**src/rtl/assert_macros.svh**
```systemverilog
// Assertion macros shared by the lease table RTL.
// No dependencies; included by files that carry concurrent assertions.
`ifndef ASSERT_MACROS_SVH
`define ASSERT_MACROS_SVH

// same-cycle implication, disabled while reset is low
`define LTE_ASSERT_NOW(label, clk, rst_n, ante, cons) \
    label: assert property (@(posedge clk) disable iff (!(rst_n)) (ante) |-> (cons)) \
        else $error("lease table check failed");

// next-cycle implication, disabled while reset is low
`define LTE_ASSERT_NEXT(label, clk, rst_n, ante, cons) \
    label: assert property (@(posedge clk) disable iff (!(rst_n)) (ante) |=> (cons)) \
        else $error("lease table check failed");

`endif

```
**src/rtl/lte_pkg.sv**
```systemverilog
// Lease table package: sizes, action and register codes, item and slot types.
// No dependencies; used by the interfaces, lte_slot and the top level.
package lte_pkg;

    localparam int SLOT_COUNT  = 4;
    localparam int CLASS_COUNT = 4;
    localparam int REQ_W       = 2;
    localparam int COORD_W     = 16;
    localparam int RIN_W       = 9;
    localparam int PRIO_W      = 8;
    localparam int RAD_W       = 8;
    localparam int LIFE_W      = 16;
    localparam int EPOCH_W     = 32;
    localparam int EXP_W       = EPOCH_W + 1;
    localparam int CNT32_W     = 32;
    localparam int ACTIVE_W    = 3;
    localparam int ACTIVE_MAX  = 7;
    localparam int CNT_W       = $clog2(SLOT_COUNT + 1);
    localparam int CFG_IDX_W   = 3;
    localparam int CFG_DATA_W  = 16;

    localparam logic [EPOCH_W-1:0] EPOCH_MAX = '1;

    typedef enum logic [1:0] {
        ACT_REFRESH    = 2'd0,
        ACT_SET_RADIUS = 2'd1,
        ACT_TICK       = 2'd2,
        ACT_READ       = 2'd3
    } t_action;

    typedef enum logic [CFG_IDX_W-1:0] {
        CFG_PLAYER_PRIO   = 3'd0,
        CFG_CAMERA_PRIO   = 3'd1,
        CFG_TELEPORT_PRIO = 3'd2,
        CFG_PRELOAD_PRIO  = 3'd3,
        CFG_PLAYER_LIFE   = 3'd4,
        CFG_CAMERA_LIFE   = 3'd5,
        CFG_TELEPORT_LIFE = 3'd6,
        CFG_PRELOAD_LIFE  = 3'd7
    } t_cfg_index;

    typedef struct packed {
        t_action                    action;
        logic [REQ_W-1:0]           requester;
        logic signed [COORD_W-1:0]  coord_x;
        logic signed [COORD_W-1:0]  coord_z;
        logic signed [RIN_W-1:0]    radius_in;
    } t_in_item;

    typedef struct packed {
        logic                       slot_valid;
        logic signed [COORD_W-1:0]  slot_x;
        logic signed [COORD_W-1:0]  slot_z;
        logic [PRIO_W-1:0]          slot_priority;
        logic [RAD_W-1:0]           slot_radius;
        logic [EXP_W-1:0]           slot_expiry;
        logic [EPOCH_W-1:0]         epoch_now;
        logic [CNT32_W-1:0]         revision_now;
        logic [CNT32_W-1:0]         expired_total;
        logic [ACTIVE_W-1:0]        active_count;
    } t_out_item;

    typedef struct packed {
        logic                       en;
        t_action                    action;
        logic [COORD_W-1:0]         x;
        logic [COORD_W-1:0]         z;
        logic [PRIO_W-1:0]          priority_val;
        logic [RAD_W-1:0]           radius;
        logic [EXP_W-1:0]           expiry;
        logic [EPOCH_W-1:0]         epoch_next;
    } t_slot_cmd;

    typedef struct packed {
        logic                       valid;
        logic [COORD_W-1:0]         x;
        logic [COORD_W-1:0]         z;
        logic [PRIO_W-1:0]          priority_val;
        logic [RAD_W-1:0]           radius;
        logic [EXP_W-1:0]           expiry;
        logic                       bump;
        logic                       expire;
    } t_slot_stat;

    function automatic logic [RAD_W-1:0] clamp_radius(input logic signed [RIN_W-1:0] raw);
        logic [RAD_W-1:0] res;
        res = raw[RIN_W-1] ? '0 : raw[RAD_W-1:0];
        return res;
    endfunction

endpackage

```
**src/rtl/lte_slot.sv**
```systemverilog
// One lease slot: stored lease, its update for refresh, set radius and tick.
// Depends on lte_pkg; instantiated once per slot by the top level.
module lte_slot
    import lte_pkg::*;
(
    input  logic       i_clk,
    input  logic       i_rst_n,
    input  t_slot_cmd  i_cmd,
    input  logic       i_hit,
    output t_slot_stat o_stat
);

    logic               r_valid;
    logic [COORD_W-1:0] r_x;
    logic [COORD_W-1:0] r_z;
    logic [PRIO_W-1:0]  r_prio;
    logic [RAD_W-1:0]   r_radius;
    logic [EXP_W-1:0]   r_expiry;

    logic               n_valid;
    logic [COORD_W-1:0] n_x;
    logic [COORD_W-1:0] n_z;
    logic [PRIO_W-1:0]  n_prio;
    logic [RAD_W-1:0]   n_radius;
    logic [EXP_W-1:0]   n_expiry;
    logic               w_bump;
    logic               w_expire;

    always_comb begin
        n_valid  = r_valid;
        n_x      = r_x;
        n_z      = r_z;
        n_prio   = r_prio;
        n_radius = r_radius;
        n_expiry = r_expiry;
        w_bump   = 1'b0;
        w_expire = 1'b0;
        case (i_cmd.action)
            ACT_REFRESH: begin
                if (i_hit) begin
                    w_bump   = !r_valid || (r_x != i_cmd.x) || (r_z != i_cmd.z)
                               || (r_prio != i_cmd.priority_val)
                               || (r_radius != i_cmd.radius);
                    n_valid  = 1'b1;
                    n_x      = i_cmd.x;
                    n_z      = i_cmd.z;
                    n_prio   = i_cmd.priority_val;
                    n_radius = i_cmd.radius;
                    n_expiry = i_cmd.expiry;
                end
            end
            ACT_SET_RADIUS: begin
                if (i_hit && r_valid && (r_radius != i_cmd.radius)) begin
                    n_radius = i_cmd.radius;
                    w_bump   = 1'b1;
                end
            end
            ACT_TICK: begin
                if (r_valid && ({1'b0, i_cmd.epoch_next} > r_expiry)) begin
                    n_valid  = 1'b0;
                    w_expire = 1'b1;
                end
            end
            default: begin
            end
        endcase
    end

    always_ff @(posedge i_clk) begin
        if (!i_rst_n) begin
            r_valid <= 1'b0;
        end else if (i_cmd.en) begin
            r_valid <= n_valid;
        end
    end

    always_ff @(posedge i_clk) begin
        if (i_cmd.en) begin
            r_x      <= n_x;
            r_z      <= n_z;
            r_prio   <= n_prio;
            r_radius <= n_radius;
            r_expiry <= n_expiry;
        end
    end

    assign o_stat.valid        = n_valid;
    assign o_stat.x            = n_x;
    assign o_stat.z            = n_z;
    assign o_stat.priority_val = n_prio;
    assign o_stat.radius       = n_radius;
    assign o_stat.expiry       = n_expiry;
    assign o_stat.bump         = w_bump;
    assign o_stat.expire       = w_expire;

endmodule

```
**config.mk**
```make
export PLATFORM = sky130hd
export DESIGN_NAME = lte_slot
export DESIGN_NICKNAME = d
export VERILOG_FILES = /design/src/rtl/assert_macros.svh /design/src/rtl/lte_pkg.sv /design/src/rtl/lte_slot.sv
export SDC_FILE = /design/constraint.sdc
export NUM_CORES = 1
export LEC_CHECK = 0
export BUFFER_PORTS_ARGS = -buffer_cell sky130_fd_sc_hd__clkbuf_2
export CAP_MARGIN = 10
export CORE_UTILIZATION = 37
export DETAILED_ROUTE_END_ITERATION = 7
export GPL_TIMING_DRIVEN = 0
export PLACE_DENSITY_LB_ADDON = 0.3
export SETUP_SLACK_MARGIN = 0.05
export SYNTH_ARGS = -nofsm -noshare
export SYNTH_HDL_FRONTEND = slang
export SYNTH_SLANG_ARGS = --single-unit
```
**constraint.sdc**
```tcl
create_clock -name i_clk -period 2.75 [get_ports i_clk]
set_clock_uncertainty 0.2 [all_clocks]
set_input_delay 0.55 -clock i_clk [delete_from_list [all_inputs] [get_ports i_clk]]
set_output_delay 0.55 -clock i_clk [all_outputs]
set_load 0.01 [all_outputs]
```
Word-level counts from Yosys, hierarchy flattened:

Cells that the tools add are included.

* mux-type cells: 19
* equal/unequal tests: 6
* magnitude comparators: 1
* reduce and logical (&&, ||, !) cells: 9

Operators by type and width (count)
* 33-bit two-way mux: 2
* 16-bit two-way mux: 4
* 32-bit by 33-bit > comparator with 1-bit output: 1
* 8-bit two-way mux: 4
* 16-bit != test: 2
* 8-bit != test: 2
* 8-bit case mux with 2 select lines: 1
* 1-bit two-way mux: 6
* 1-bit logical OR: 4
* 1-bit case mux with 2 select lines: 2
* 1-bit logical AND: 3
* 2-bit by 1-bit equality test with 1-bit output (second input constant): 1
* 2-bit equality test (second input constant): 1
* 2-bit logical NOT: 1
* 1-bit logical NOT: 1

* input bits: 119
* output and inout port bits: 84
* register bits: 82

Logic depth before layout (Yosys ltp):

* word-level depth: 7
* mapped depth: 8

Worst setup path after synthesis:

OpenSTA, ideal clock, no wires.

* kind: input port to output port
* start: in i_cmd[30] (netlist name)
* end: out o_stat[83] (netlist name)
* stages: 7
* data required time: 2000 ps
* setup slack: 105 ps
* arrival: 1895 ps
* path buffers: 1
* cells stage by stage: ha_1 a21o_2 a21oi_1 a2bb2oi_1 o21ai_0 o31ai_1 buf_4

* word-level cells in the longest chain between the ends: 4

RTL lines
* start, declared: RTL line lte_slot.sv:8 `input t_slot_cmd i_cmd,`
* 32-bit by 33-bit > comparator with 1-bit output: RTL line lte_slot.sv:59 `if (r_valid && ({1'b0, i_cmd.epoch_next} > r_expiry)) begin`
* 1-bit logical AND: RTL line lte_slot.sv:59
* 1-bit two-way mux: RTL line lte_slot.sv:59
* 1-bit case mux with 2 select lines: RTL line lte_slot.sv:38 `case (i_cmd.action)`
* end, declared: RTL line lte_slot.sv:10 `output t_slot_stat o_stat`

Every way passes these cells.

Worst setup path after layout:

* start: reg r_expiry[22]
* end: out o_stat[83] (netlist name)

* word-level cells in the longest chain between the ends: 4

RTL lines
* start, declared: RTL line lte_slot.sv:18 `logic [EXP_W-1:0] r_expiry;`
* start signal, assigned: RTL line lte_slot.sv:83 `r_expiry <= n_expiry;`
* 32-bit by 33-bit > comparator with 1-bit output: RTL line lte_slot.sv:59
* 1-bit logical AND: RTL line lte_slot.sv:59
* 1-bit two-way mux: RTL line lte_slot.sv:59
* 1-bit case mux with 2 select lines: RTL line lte_slot.sv:38

Every way passes these cells.

==> impl_metrics.py <==
metrics = {
    "status": {
        "status": "finished with violations",
        "violations": "negative setup slack",
    },
    "route": {
        "initialDrtViolationCount": 177,
        "ant_nets": 0,
        "vias": 3968,
        "firstDrtPassIters": 4,
        "drcViolationCount": 0,
        "routed_wl_um": 13000,
        "viasPerCell": 4.87,
        "wl_per_cell_um": 16.0,
    },
    "timing": {
        "fin_ws_ns": -0.310,
        "setup_violations": 4,
        "fin_crit_ns": 3.06,
        "max-slew-margin-rel": 0.693,
        "finalCritPeriodShare": 1.11,
        "whs_ns": 0.322,
        "worstMarginPinSlew_ns": 0.461,
        "report.final.hold_viol_count": 0,
        "slew_violations": 0,
        "rsz0062_at_grt": "true",
        "max_freq_ghz": 0.327,
    },
    "global_routing": {
        "antenna_found_initial": 0,
        "grt_pass1_wl_um": 19800,
        "grt_max_degree": 57,
        "track_usage": 0.195,
        "grt_pass1_vias": 4048,
        "grt-ovfl-total": 0,
    },
    "power_and_ir_drop": {
        "seqPwrFrac": 0.431,
        "combPwrFrac": 0.215,
        "ir_drop_uv": 314,
        "p_int_mw": 2.65,
        "p_switching_mw": 0.935,
        "p_per_area_nw_per_um2": 528,
        "power_mw": 3.58,
        "p_leak_nw": 2.96,
        "pwr-share-clk": 0.354,
        "switching_share": 0.261,
    },
    "final_layout": {
        "layout.nets": 790,
        "syn2layout_area_growth_pct": 39.9,
        "drive_gt1_frac": 0.505,
        "fillers": 1193,
        "antenna_cells": 0,
    },
    "critical_path": {
        "worstSetupEndpointType": "output port",
        "worstPathMaxFanout": 3,
        "path_class": "flop to output port",
        "cp.arrival_ns": 2.31,
        "crit_required_ns": 2.00,
        "crit_buf_inv": 3,
        "critPathMaxStageDelay_ns": 0.41,
        "crit_chain": "inv_2 > ha_4 > nand4_1 > nor4_4 > a41oi_2 > o21bai_1 > o31ai_1 > buf_4 > buf_8",
        "critPathSlowestCell": "nor4_4",
        "cp-start-kind": "flop",
        "path_delay_family": "simple AND/OR/NAND/NOR gates",
    },
    "logic_synthesis": {
        "synthFlopType": "edfxtp_1",
        "yosys.area.top_type": "edfxtp_1",
        "yosysMostFrequentCell": "edfxtp_1",
        "synth-seq-cells": 82,
        "synthTopCellsByArea": "edfxtp_1 (50%), mux2_2 (12%), ha_1 (8.2%)",
        "synth-edff-count": 81,
        "netlist_top_cells_count": "edfxtp_1 (81), mux2_2 (50), nand2_1 (39), o21ai_0 (39), inv_1 (34)",
        "syn_area_um2": 4850,
        "syn-num-nets": 556,
        "yosysSeqAreaShare": 0.505,
        "synth_top_area_frac": 0.501,
        "ys_types": 38,
        "avgSynthCellArea_um2": 12.0,
        "synth_warnings": 0,
        "synth_cells": 405,
        "async_flop_share": 0,
    },
    "floorplan": {
        "rows": 41,
        "ios": 203,
        "die_w_um": 117,
        "start_util": 0.381,
        "dieArea_um2": 13600,
        "core_region_area_um2": 12700,
        "chipHeight_um": 117,
    },
    "run": {
        "cap_violations": 0,
    },
    "clocking": {
        "cts_root_buffer": "clkbuf_16",
        "h-tree-depth": 3,
        "clock_latency_ns": 0.35,
        "cts_made_buffers": 9,
        "clkSinkCount": 82,
        "clk_pin_slew_ns": 0.06,
        "tritoncts": "yes",
        "cts_buffer_depth": 2,
    },
    "place": {
        "hpwl_um": 9800,
        "place.gp.congestion": 0.747,
        "port_buffers": 202,
    },
    "hold_path": {
        "holdCritPathClass": "input pin to flop",
    },
}
## power groups by stage
stage               combinational [mW]  sequential [mW]  clock, mW
finish                           0.770             1.55       1.27
global route                     0.856             1.56       1.34
CTS                              0.745             1.54       1.30
detailed placement               0.709             1.57          0
global placement                 0.686             1.57          0
floorplan                        0.395             1.55          0
## cells by family after synthesis
group	count (synthesis)	synth area share
adder cells (fa/ha/maj)	32	0.0825
flip-flops	82	0.505
XOR/XNOR	48	0.0866
buffers and inverters	48	0.0418
AND/OR/NAND/NOR	74	0.0820
multiplexers	50	0.116
AO/OA/AOI/OAI	71	0.0859
## layout by cell type, fill, tap and decap left out, drive strengths merged, types with 2 or more instances in the layout
cell	count
edfxtp	81
nor3	4
a22oi	2
nor4	6
nand4	16
o21ai	41
xnor2	33
ha	32
nand2b	2
a21oi	16
mux2	50
clkinv	2
buf	32
nor2	2
clkbuf	215
xor2	15
bufinv	2
nand3	2
nand2	39
inv	34
## through the flow
stage | setup WS, ns | cells | cell area [um^2] | util | TNS (ns)
after floorplan | 0.105 | 405 | 4850 | - | 0
after CTS | -0.324 | 806 | 6630 | 0.521 | -0.856
after detailed placement | -0.348 | 780 | 6110 | 0.480 | -6.25
after global placement | -0.272 | 779 | 6080 | 0.478 | -5.84
final | -0.310 | 814 | 6790 | 0.534 | -0.797
after global routing | -0.468 | 814 | 6790 | 0.534 | -2.28
## what timing repair did
item                                    in CTS  in global routing
cloned                                       0                  0
endpoints found under the setup margin      83                 43
hold buffers                                 0                  0
pin swaps                                   17                 15
buffers inserted                            14                 13
gates resized for setup                     17                 29
## worst register-to-register path, cell delays in order, from the launching register on
cell	delay, ns
edfxtp_1	0.36
inv_2	0.06
ha_4	0.26
nand4_1	0.17
nor4_4	0.41
nand3_2	0.15
buf_4	0.17
buf_6	0.10
buf_6	0.10
buf_6	0.10
buf_6	0.10
buf_4	0.12
buf_4	0.13
buf_4	0.13
o2111ai_4	0.19
o21ai_1	0.10
## final timing paths
kind	cells after the start	slack, ns	end	startpoint
max	9	-0.31	o_stat[83]	r_expiry[22]
max reg2reg	15	-0.19	r_valid	r_expiry[22]
min	3	0.32	r_expiry[26]	i_cmd[58]
min reg2reg	1	0.42	r_radius[6]	r_radius[6]
## state kept, by name, indices dropped and copies added (netlist names)
| name | count |
|---|---|
| r_radius | 8 |
| r_prio | 8 |
| r_z | 16 |
| r_x | 16 |
| r_expiry | 33 |
| r_valid | 1 |
## final cells by class
type,instances,area (um^2),share of cell area
Clock buffer,10,229,0.0337
Multi-Input combinational cell,275,2340,0.345
Clock inverter,4,68.8,0.0101
Sequential cell,82,2450,0.361
Inverter,34,128,0.0188
Tap cell,172,215,0.0317
Timing Repair Buffer,225,1270,0.188
Buffer,12,82.6,0.0122
## layer usage
| layer | vias up | GRT usage | wire [um] |
|---|---|---|---|
| met5 | - | 0 | 0 |
| met4 | 0 | 0.0819 | 265 |
| met3 | 16 | 0.0550 | 1000 |
| met2 | 147 | 0.342 | 6390 |
| met1 | 1857 | 0.223 | 5360 |
| li1 | 1948 | - | - |
No activity file was read; power rests on OpenSTA's default activity.
